$ cat src/nfmt_pkg.sv
// shared types, format codes and character helpers for the number formatter
package nfmt_pkg;

   // format selector codes
   localparam logic [1:0] OP_DEC    = 2'd0;
   localparam logic [1:0] OP_HEX_UP = 2'd1;
   localparam logic [1:0] OP_HEX_LO = 2'd2;
   localparam logic [1:0] OP_PTR    = 2'd3;

   localparam int BIN_BITS  = 32;
   localparam int BCD_DIGS  = 10;
   localparam int HEX32_DIG = 8;
   localparam int HEX64_DIG = 16;
   localparam int NIL_LEN   = 5;

   localparam logic [7:0] CH_ZERO    = 8'h30;
   localparam logic [7:0] CH_X       = 8'h78;
   localparam logic [7:0] UPPER_BASE = 8'h37; // 'A' - 10
   localparam logic [7:0] LOWER_BASE = 8'h57; // 'a' - 10

   typedef enum logic [2:0] {
      ST_IDLE,
      ST_CONV,
      ST_SKIP,
      ST_PREFIX,
      ST_EMIT
   } state_type;

   function automatic logic [7:0] digit_char(input logic [3:0] d, input logic upper);
      logic [7:0] base;
      if (d < 4'd10) begin
         base = CH_ZERO;
      end else if (upper) begin
         base = UPPER_BASE;
      end else begin
         base = LOWER_BASE;
      end
      return base + {4'd0, d};
   endfunction

   function automatic logic [7:0] nil_char(input logic [2:0] idx);
      logic [7:0] c;
      case (idx)
         3'd0: c = 8'h28; // (
         3'd1: c = 8'h6e; // n
         3'd2: c = 8'h69; // i
         3'd3: c = 8'h6c; // l
         3'd4: c = 8'h29; // )
         default: c = 8'h3f;
      endcase
      return c;
   endfunction

endpackage

$ cat src/unsigned_number_to_ascii_formatter_top.sv
// number to ascii text formatter: decimal, hex and pointer forms, one char per beat
//
// Input channel req_*: one beat carries a format code (req_op) and a 64-bit
// number (req_value). The block takes one number at a time; req_stall stays
// high from the accepted beat until the last character has moved into the
// output register.
// Result channel rsp_*: one beat per character, most significant first, with
// rsp_last set on the final character of a number.
// Decimal uses a shift-and-add-3 converter, one input bit per cycle; its ten
// BCD digits then move into the digit shift register, leading zeros are
// dropped one digit at a time (the last digit always stays) and the
// characters go out. Hex forms skip the converter but drop leading zeros
// the same way. Pointers send "0x" before their digits, and a zero
// pointer sends "(nil)" instead.
// A stalled output register holds its character; the block waits with it and
// loses nothing.
// Synchronous reset returns to idle and empties the output.
module unsigned_number_to_ascii_formatter_top (
   input  logic        clock,
   input  logic        reset,
   input  logic        req_valid,
   output logic        req_stall,
   input  logic [1:0]  req_op,
   input  logic [63:0] req_value,
   output logic        rsp_valid,
   input  logic        rsp_stall,
   output logic [7:0]  rsp_char_code,
   output logic        rsp_last
);

   nfmt_pkg::state_type state_ff, state_in;

   logic [63:0] dig_ff, dig_in;
   logic [39:0] bcd_ff, bcd_in;
   logic [5:0]  cnt_ff, cnt_in;
   logic [2:0]  pre_ff, pre_in;
   logic        nil_ff, nil_in;
   logic        upper_ff, upper_in;
   logic        rsp_valid_ff, rsp_valid_in;
   logic [7:0]  rsp_char_ff, rsp_char_in;
   logic        rsp_last_ff, rsp_last_in;

   logic        accept;
   logic        out_free;
   logic        emit_fire;
   logic [7:0]  emit_char;
   logic        emit_last;
   logic [39:0] bcd_adj;
   logic        top_zero;

   assign req_stall     = (state_ff != nfmt_pkg::ST_IDLE);
   assign accept        = req_valid && !req_stall;
   assign out_free      = !rsp_valid_ff || !rsp_stall;
   assign top_zero      = (dig_ff[63:60] == 4'd0);
   assign rsp_valid     = rsp_valid_ff;
   assign rsp_char_code = rsp_char_ff;
   assign rsp_last      = rsp_last_ff;

   // add 3 to each bcd digit of 5 or more before the shift
   always_comb begin
      for (int i = 0; i < nfmt_pkg::BCD_DIGS; i++) begin
         if (bcd_ff[i*4 +: 4] >= 4'd5) begin
            bcd_adj[i*4 +: 4] = bcd_ff[i*4 +: 4] + 4'd3;
         end else begin
            bcd_adj[i*4 +: 4] = bcd_ff[i*4 +: 4];
         end
      end
   end

   // next state
   always_comb begin
      state_in = state_ff;
      case (state_ff)
         nfmt_pkg::ST_IDLE: begin
            if (accept) begin
               case (req_op)
                  nfmt_pkg::OP_DEC: state_in = nfmt_pkg::ST_CONV;
                  nfmt_pkg::OP_PTR: state_in = nfmt_pkg::ST_PREFIX;
                  default:          state_in = nfmt_pkg::ST_SKIP;
               endcase
            end
         end
         nfmt_pkg::ST_CONV: begin
            if (cnt_ff == 6'd1) state_in = nfmt_pkg::ST_SKIP;
         end
         nfmt_pkg::ST_SKIP: begin
            if (!(top_zero && cnt_ff > 6'd1)) state_in = nfmt_pkg::ST_EMIT;
         end
         nfmt_pkg::ST_PREFIX: begin
            if (out_free) begin
               if (nil_ff && pre_ff == 3'(nfmt_pkg::NIL_LEN - 1)) begin
                  state_in = nfmt_pkg::ST_IDLE;
               end else if (!nil_ff && pre_ff == 3'd1) begin
                  state_in = nfmt_pkg::ST_SKIP;
               end
            end
         end
         nfmt_pkg::ST_EMIT: begin
            if (out_free && cnt_ff == 6'd1) state_in = nfmt_pkg::ST_IDLE;
         end
         default: state_in = nfmt_pkg::ST_IDLE;
      endcase
   end

   // datapath and outputs
   always_comb begin
      dig_in    = dig_ff;
      bcd_in    = bcd_ff;
      cnt_in    = cnt_ff;
      pre_in    = pre_ff;
      nil_in    = nil_ff;
      upper_in  = upper_ff;
      emit_fire = 1'b0;
      emit_char = nfmt_pkg::CH_ZERO;
      emit_last = 1'b0;
      case (state_ff)
         nfmt_pkg::ST_IDLE: begin
            if (accept) begin
               pre_in   = 3'd0;
               nil_in   = (req_value == 64'd0);
               upper_in = (req_op == nfmt_pkg::OP_HEX_UP);
               bcd_in   = 40'd0;
               case (req_op)
                  nfmt_pkg::OP_DEC: begin
                     dig_in = {32'd0, req_value[31:0]};
                     cnt_in = 6'(nfmt_pkg::BIN_BITS);
                  end
                  nfmt_pkg::OP_PTR: begin
                     dig_in = req_value;
                     cnt_in = 6'(nfmt_pkg::HEX64_DIG);
                  end
                  default: begin
                     dig_in = {req_value[31:0], 32'd0};
                     cnt_in = 6'(nfmt_pkg::HEX32_DIG);
                  end
               endcase
            end
         end
         nfmt_pkg::ST_CONV: begin
            bcd_in = {bcd_adj[38:0], dig_ff[31]};
            dig_in = {dig_ff[62:0], 1'b0};
            cnt_in = cnt_ff - 6'd1;
            if (cnt_ff == 6'd1) begin
               dig_in = {bcd_adj[38:0], dig_ff[31], 24'd0};
               cnt_in = 6'(nfmt_pkg::BCD_DIGS);
            end
         end
         nfmt_pkg::ST_SKIP: begin
            if (top_zero && cnt_ff > 6'd1) begin
               dig_in = {dig_ff[59:0], 4'd0};
               cnt_in = cnt_ff - 6'd1;
            end
         end
         nfmt_pkg::ST_PREFIX: begin
            emit_fire = out_free;
            if (nil_ff) begin
               emit_char = nfmt_pkg::nil_char(pre_ff);
               emit_last = (pre_ff == 3'(nfmt_pkg::NIL_LEN - 1));
            end else begin
               emit_char = (pre_ff == 3'd0) ? nfmt_pkg::CH_ZERO : nfmt_pkg::CH_X;
            end
            if (out_free) pre_in = pre_ff + 3'd1;
         end
         nfmt_pkg::ST_EMIT: begin
            emit_fire = out_free;
            emit_char = nfmt_pkg::digit_char(dig_ff[63:60], upper_ff);
            emit_last = (cnt_ff == 6'd1);
            if (out_free) begin
               dig_in = {dig_ff[59:0], 4'd0};
               cnt_in = cnt_ff - 6'd1;
            end
         end
         default: begin
            emit_fire = 1'b0;
         end
      endcase

      rsp_char_in = rsp_char_ff;
      rsp_last_in = rsp_last_ff;
      if (emit_fire) begin
         rsp_valid_in = 1'b1;
         rsp_char_in  = emit_char;
         rsp_last_in  = emit_last;
      end else if (!rsp_stall) begin
         rsp_valid_in = 1'b0;
      end else begin
         rsp_valid_in = rsp_valid_ff;
      end
   end

   always_ff @(posedge clock) begin
      if (reset) begin
         state_ff     <= nfmt_pkg::ST_IDLE;
         rsp_valid_ff <= 1'b0;
         cnt_ff       <= 6'd0;
         pre_ff       <= 3'd0;
      end else begin
         state_ff     <= state_in;
         rsp_valid_ff <= rsp_valid_in;
         cnt_ff       <= cnt_in;
         pre_ff       <= pre_in;
      end
      dig_ff      <= dig_in;
      bcd_ff      <= bcd_in;
      nil_ff      <= nil_in;
      upper_ff    <= upper_in;
      rsp_char_ff <= rsp_char_in;
      rsp_last_ff <= rsp_last_in;
   end

   // a number in flight blocks the next request
   a_busy_after_accept: assert property (@(posedge clock) disable iff (reset)
      accept |=> req_stall)
      else $error("request accepted while a number is in flight");

   // the final character of a number carries last
   a_last_on_finish: assert property (@(posedge clock) disable iff (reset)
      (state_ff != nfmt_pkg::ST_IDLE && state_ff != nfmt_pkg::ST_CONV
       && state_in == nfmt_pkg::ST_IDLE) |=> (rsp_valid && rsp_last))
      else $error("number finished without a last character");

   // digit count never runs dry while digits remain to be sent
   a_count_live: assert property (@(posedge clock) disable iff (reset)
      (state_ff == nfmt_pkg::ST_SKIP || state_ff == nfmt_pkg::ST_EMIT
       || state_ff == nfmt_pkg::ST_CONV) |-> (cnt_ff != 6'd0))
      else $error("digit counter empty while busy");

   // a digit of ten or more sent with lower-case letters comes with a count of at most sixteen
   a_bcd_digit: assert property (@(posedge clock) disable iff (reset)
      (state_ff == nfmt_pkg::ST_EMIT && !upper_ff && dig_ff[63:60] >= 4'd10)
      |-> (cnt_ff <= 6'(nfmt_pkg::HEX64_DIG)))
      else $error("digit out of range");

endmodule
$ cat config.mk
export PLATFORM = sky130hd
export DESIGN_NAME = unsigned_number_to_ascii_formatter_top
export DESIGN_NICKNAME = d
export VERILOG_FILES = /design/src/nfmt_pkg.sv /design/src/unsigned_number_to_ascii_formatter_top.sv
export SDC_FILE = /design/constraint.sdc
export NUM_CORES = 1
export LEC_CHECK = 0
export BUFFER_PORTS_ARGS = -buffer_cell sky130_fd_sc_hd__buf_4
export CORE_MARGIN = 1
export CORE_UTILIZATION = 30
export DETAILED_ROUTE_END_ITERATION = 7
export PLACE_DENSITY = 0.5
export SLEW_MARGIN = 20
export SYNTH_ARGS = -nofsm -noshare
export SYNTH_HDL_FRONTEND = slang
export SYNTH_SLANG_ARGS = --single-unit
export TNS_END_PERCENT = 50
$ cat constraint.sdc
create_clock -name clock -period 6.55 [get_ports clock]
set_input_delay 0.3275 -clock clock [delete_from_list [all_inputs] [get_ports clock]]
set_output_delay 0.3275 -clock clock [all_outputs]
set_load 0.01 [all_outputs]
Word-level counts from Yosys, hierarchy flattened:

Index checks and enable logic that the tools add are counted.

* flip-flop bits (word level): 128
* output and inout port bits: 11

* add/sub/neg operators: 13
* magnitude comparators: 12
* equal/unequal tests: 20
* multiplexer cells: 48
* reduce and logical (&&, ||, !) cells: 25

Operators by type and width (number)
* 2-to-1 mux 64 bit: 4
* one-hot mux 64 bit (4 select lines): 1
* one-hot mux 64 bit (2 select lines): 1
* one-hot mux 40 bit (2 select lines): 1
* zero test 64 bit: 1
* greater-or-equal comparator 4 x 3 -> 1 bit (second input constant): 10
* 2-to-1 mux 40 bit: 1
* adder 4 x 2 -> 4 bit (second input constant): 9
* 2-to-1 mux 4 bit: 9
* one-hot mux 7 bit (5 select lines): 1
* 2-to-1 mux 3 bit: 10
* 2-to-1 mux 6 bit: 4
* one-hot mux 6 bit (4 select lines): 1
* 2-to-1 mux 7 bit: 3
* 2-to-1 mux 8 bit: 2
* one-hot mux 8 bit (2 select lines): 1
* one-hot mux 3 bit (5 select lines): 1
* != test 2 bit (second input constant): 7
* equality test 3 x 2 -> 1 bit (second input constant): 4
* one-hot mux 6 bit (2 select lines): 1
* adder 8 x 4 -> 8 bit: 1
* equality test 3 x 1 -> 1 bit (second input constant): 2
* equality test 3 bit (second input constant): 2
* equality test 6 x 1 -> 1 bit (second input constant): 1
* 27 further kinds: 40

Depth between registers and ports, before layout:

* depth after elaboration: 6
* depth in mapped cells: 9

Least setup slack after synthesis:

No wires, ideal clock.

* kind: flip-flop to flip-flop
* start point: reg dig_ff[61]
* end point: reg cnt_ff[1]
* setup time: 0.305 ns
* arrival: 4.272 ns
* path slack: 1.972 ns
* cell stages (with the launch flop): 8
* clock period less this slack: 4.578 ns
* path through: edfxtp_1 clkbuf_1 nor4_1 o21ai_1 and2_1 buf_2 nor2_1 a311oi_1

* longest elaborated chain between the ends: 4

Ends and longest elaborated chain
* start, declared: RTL line unsigned_number_to_ascii_formatter_top.sv:33 `logic [63:0] dig_ff, dig_in;`
* start signal, assigned: RTL line unsigned_number_to_ascii_formatter_top.sv:203 `dig_ff <= dig_in;`
* zero test 4 bit: RTL line unsigned_number_to_ascii_formatter_top.sv:54 `assign top_zero = (dig_ff[63:60] == 4'd0);`
* logical AND 1 bit: RTL line unsigned_number_to_ascii_formatter_top.sv:149 `if (top_zero && cnt_ff > 6'd1) begin`
* != test 2 bit (no line)
* AND reduction 4 bit (no line)
* end signal, assigned: RTL line unsigned_number_to_ascii_formatter_top.sv:200 `cnt_ff <= cnt_in;`
* end, declared: RTL line unsigned_number_to_ascii_formatter_top.sv:35 `logic [5:0] cnt_ff, cnt_in;`

Every way passes these cells.
A chain may end at the register's enable or synchronous reset.

Worst setup path in the final report:

* start point: reg dig_ff[61]
* end point: reg dig_ff[49] (enable)

* longest elaborated chain between the ends: 4

Ends and longest elaborated chain (RTL line)
* zero test 4 bit: unsigned_number_to_ascii_formatter_top.sv:54
* logical AND 1 bit: unsigned_number_to_ascii_formatter_top.sv:149
* != test 2 bit (no line)
* AND reduction 4 bit (no line)

Every way passes these cells.

==> summary by stage <==
Run status
The flow ran to the end, but the final reports show violations. The final reports fail on DRC.

Timing
The number of pins with negative max-slew slack in the final report was 0. The share of the clock period used by the worst path is 43.4%. The headroom to the max-slew limit is 28.8%. After layout, the worst setup slack is 3.70 ns. The number of endpoints with negative hold slack in the final report is 0.

Clock skew on the completed layout was measured at 0.0196 ns. The count of final setup violators is 0. Setup repair after global routing left no endpoint under its margin.

Based on the critical path, the design can be clocked at up to 0.351 GHz. For the finished layout, the period the worst path requires is 2.85 ns. The setup TNS is 0 ns. For the pin with the worst max-slew slack, the measured transition is 1.07 ns.

Setup path
Data on the critical path arrives at its endpoint at 2.89 ns. The maximum fanout count along the critical path is 65. The critical path launch point type is a register. The number of cells on the worst reg-to-reg path is 5. For the worst setup path, the data required time is 6.60 ns. The classification of the worst setup path is reg2reg. STA classifies the critical path endpoint as a register.

CTS
The tree is rooted in a sky130_fd_sc_hd__clkbuf_16. The depth of the CTS H-tree is 4. The setup fix buffers added after clock tree synthesis is 0. TritonCTS built the clock tree. The number of clock sinks is 128. After clock tree synthesis, the clock-pin slew on the worst setup and hold paths is 0.07 ns. The number of buffers created by CTS is 17. The clock insertion delay at the later pin of the skew report is 0.43 ns. The clock passes through at most 2 buffers.

In this run, post-CTS hold repair placed 0 buffers. The number of gates resized after CTS is 0.

Pwr
The power per unit of standard cell area is 535 mW/mm2. The sequential cell fraction of total power is 36.0%. The peak supply drop is 0.350 mV. The cell-internal power is 2890 uW. The fraction of power consumed by the clock network is 19.4%. Net switching is 42.9% of the power.

Of the total power, combinational logic draws 44.6%. The static leakage is 0.00357 uW. For this design the total switching power over the nets is 2170 uW.

The design draws 5060 uW.

Cells and area
At the end of the flow, the number of nets in the layout was 960. The layout overhead on the synthesized area is 19.6%. For this run, the number of standard cells in the final layout without fillers is 1,203. The layout cell share with drive strength beyond 1 is 15.9%. The library cell used most frequently in the layout, excluding fill and tap cells, is sky130_fd_sc_hd__edfxtp_1. Fill cells in the final layout number 2,646. The library cells used most frequently in the layout, excluding fill and tap cells, are 115 x sky130_fd_sc_hd__edfxtp_1, 92 x sky130_fd_sc_hd__buf_4, 67 x sky130_fd_sc_hd__nor2_1. The antenna diode instance count is 0.

Synth
The synthesized netlist devotes 20.6% of its cell area to compound gates. The flip-flop cell with the highest count after synthesis is sky130_fd_sc_hd__edfxtp_1. In the synthesized netlist the async set-or-reset flop fraction comes to 0%. The count of unique library cells instantiated by Yosys is 66. The count of flip-flops with a built-in enable after synthesis is 115. The xor/xnor share of the synthesized area is 1.33%. The cell count after synthesis is 793.

In this run the cell area of the synthesized design comes to 0.00790 mm2. After Yosys synthesis, and, or, nand and nor cells account for 16.4% of the synthesized area. The largest family of logic cells by synthesized area is compound AO/OA/AOI/OAI gates. The post-synthesis share of cell area spent on full adders, half adders and majority gates is 5.64%.

Of the post-synthesis cell area, the part taken by muxes is 3.82%. For this run, the number of Yosys warnings is 0. The flop and latch count out of synthesis is 128.

Counting every net in the synthesized netlist gives 898. The sequential share of the synthesized area is 47.0%. Dividing the synthesized area by the synthesized cell count gives 9.97 um2.

GRT
The via count of the first global-routing pass is 6,213. Entering global routing, the biggest net connects 66 pins. The global-route wire length before repair is 36.4 mm. The initial antenna violation count came to 0. The combined global-route utilization of all metal layers is 18.2%. The overflow left after global routing is 0.

Route
In this run, the number of DRC markers left after iteration 0 of detailed routing was 923. The length of the first detailed-routing pass in iterations is 8. After detailed routing, the number of remaining DRC violations is 13. Wires add up to 24.6 mm. The ratio of routed vias to standard cells is 5.60.

The wire length per cell is 20.4 um. Across all layers, the routed design uses 6,733 vias. The count of nets left with antenna violations once routing finished came out at 0.

Floorplanning
The starting density of the core is 30.4%. Measured along the y axis, the die boundary spans 164 um. The core region is 0.0260 mm2. The floorplan step defined a die boundary enclosing 0.0270 mm2. In this run the core area contains 59 standard-cell rows. The floorplan step set the die width to 164 um. The number of ports placed on the die boundary is 81.

Run
Across the run, the number of max-cap violations was 0.

Place
Counting tap cells, the placed design contains a total of 1,171 instances. The number of port buffers is 80. The routability-driven placement congestion ratio is 0.842. OpenSTA, run right after detailed placement, puts the worst setup slack at 3.77 ns. The sum of net half-perimeters after detailed placement is 17.6 mm.

Hold path
The worst hold path was traced through 2 stages. The type of the worst min-delay path is in2reg.
-- critical path: stages, from the launching register on --
cell,delay [ns]
sky130_fd_sc_hd__edfxtp_1,0.55
sky130_fd_sc_hd__nor4_1,0.57
sky130_fd_sc_hd__o21ai_1,0.16
sky130_fd_sc_hd__and2_1,0.28
sky130_fd_sc_hd__nor2_4,0.13
sky130_fd_sc_hd__buf_4,0.71
-- metrics by stage --
step | util (%) | cell area [um2] | hold WS [ns]
2_1_floorplan | - | 7900 | 0.426
3_3_place_gp | 34.0 | 8840 | 0.487
3_5_place_dp | 34.0 | 8840 | 0.488
4_1_cts | 36.4 | 9450 | 0.196
5_1_grt | 36.4 | 9450 | 0.207
6_report | 36.4 | 9450 | 0.204
-- worst paths after layout --
kind	start	end	slack [ns]
worst max-delay path	dig_ff[61]	dig_ff[49]	3.70
worst min register to register	cnt_ff[5]	cnt_ff[5]	0.50
worst min-delay path	reset	cnt_ff[0]	0.20
worst max register to register	dig_ff[61]	dig_ff[49]	3.70
-- state kept, by name, indices dropped and copies added (netlist names), 3 cells and up --
name and flops:
dig_ff 64, pre_ff 3, state_ff 3, rsp_char_code 8
cnt_ff 6, bcd_ff 40
-- routing by layer --
| metal | global-route usage (%) | vias up | share of wire [%] |
|---|---|---|---|
| met3 | 3.13 | 31 | 7.1 |
| met4 | 6.65 | 0 | 2.0 |
| met1 | 26.2 | 3276 | 46 |
| li1 | - | 3162 | - |
| met2 | 26.8 | 264 | 45 |
| met5 | 0 | - | 0 |
-- cells in the mapped netlist (2+ instances only) --
| cell type | count | area, um2 |
|---|---|---|
| sky130_fd_sc_hd__a211o_1 | 9 | 78.8 |
| sky130_fd_sc_hd__a211oi_1 | 14 | 105 |
| sky130_fd_sc_hd__a21oi_1 | 53 | 265 |
| sky130_fd_sc_hd__a221o_1 | 4 | 40.0 |
| sky130_fd_sc_hd__a222oi_1 | 36 | 360 |
| sky130_fd_sc_hd__a22o_1 | 4 | 35.0 |
| sky130_fd_sc_hd__a22oi_1 | 13 | 97.6 |
| sky130_fd_sc_hd__a311oi_1 | 2 | 17.5 |
| sky130_fd_sc_hd__and2_1 | 20 | 125 |
| sky130_fd_sc_hd__and3_1 | 2 | 12.5 |
| sky130_fd_sc_hd__buf_1 | 5 | 18.8 |
| sky130_fd_sc_hd__buf_2 | 18 | 90.1 |
| sky130_fd_sc_hd__clkbuf_1 | 25 | 93.8 |
| sky130_fd_sc_hd__dfxtp_1 | 13 | 260 |
| sky130_fd_sc_hd__edfxtp_1 | 115 | 3450 |
| sky130_fd_sc_hd__ha_1 | 34 | 425 |
| sky130_fd_sc_hd__inv_1 | 53 | 199 |
| sky130_fd_sc_hd__mux2i_1 | 29 | 290 |
| sky130_fd_sc_hd__nand2_1 | 58 | 218 |
| sky130_fd_sc_hd__nand2b_1 | 14 | 87.6 |
| sky130_fd_sc_hd__nand3_1 | 24 | 120 |
| sky130_fd_sc_hd__nand4_1 | 6 | 37.5 |
| sky130_fd_sc_hd__nor2_1 | 68 | 255 |
| sky130_fd_sc_hd__nor2b_1 | 4 | 25.0 |
| sky130_fd_sc_hd__nor3_1 | 4 | 20.0 |
| sky130_fd_sc_hd__nor3b_1 | 23 | 173 |
| sky130_fd_sc_hd__nor4_1 | 20 | 125 |
| sky130_fd_sc_hd__o211ai_1 | 10 | 75.1 |
| sky130_fd_sc_hd__o21ai_0 | 33 | 165 |
| sky130_fd_sc_hd__o21ai_1 | 18 | 90.1 |
| sky130_fd_sc_hd__o21bai_1 | 2 | 15.0 |
| sky130_fd_sc_hd__o22a_1 | 2 | 17.5 |
| sky130_fd_sc_hd__o22ai_1 | 4 | 25.0 |
| sky130_fd_sc_hd__o311a_1 | 8 | 80.1 |
| sky130_fd_sc_hd__o31ai_1 | 3 | 22.5 |
| sky130_fd_sc_hd__o32a_1 | 2 | 20.0 |
| sky130_fd_sc_hd__or3_1 | 2 | 12.5 |
| sky130_fd_sc_hd__xnor2_1 | 11 | 96.3 |
-- logic make-up after synthesis --
group	Yosys count
adder cells (fa/ha/maj)	35
buffers and inverters	102
flip-flops	128
XOR/XNOR	12
multiplexers	30
other	1
AO/OA/AOI/OAI	230
AND/OR/NAND/NOR	255
-- area by class of cell --
class	instances	area, um2	share of cell area, %
well taps	335	419	4.44
multi-input cells	563	3810	40.4
repair buffers	92	691	7.31
flip-flops and latches	128	3710	39.3
clock inverters	15	186	1.97
clock buffers	17	425	4.50
inverters	53	199	2.11
-- power groups by stage --
stage / combinational, uW / sequential (uW) / clock (uW)
5_1_grt: 2500 / 1870 / 1030
3_3_place_gp: 2240 / 1830 / 0
6_report: 2260 / 1820 / 980
4_1_cts: 2260 / 1820 / 995
3_5_place_dp: 2250 / 1830 / 0
2_1_floorplan: 1640 / 1750 / 0
(Power assumes the default switching activity.)
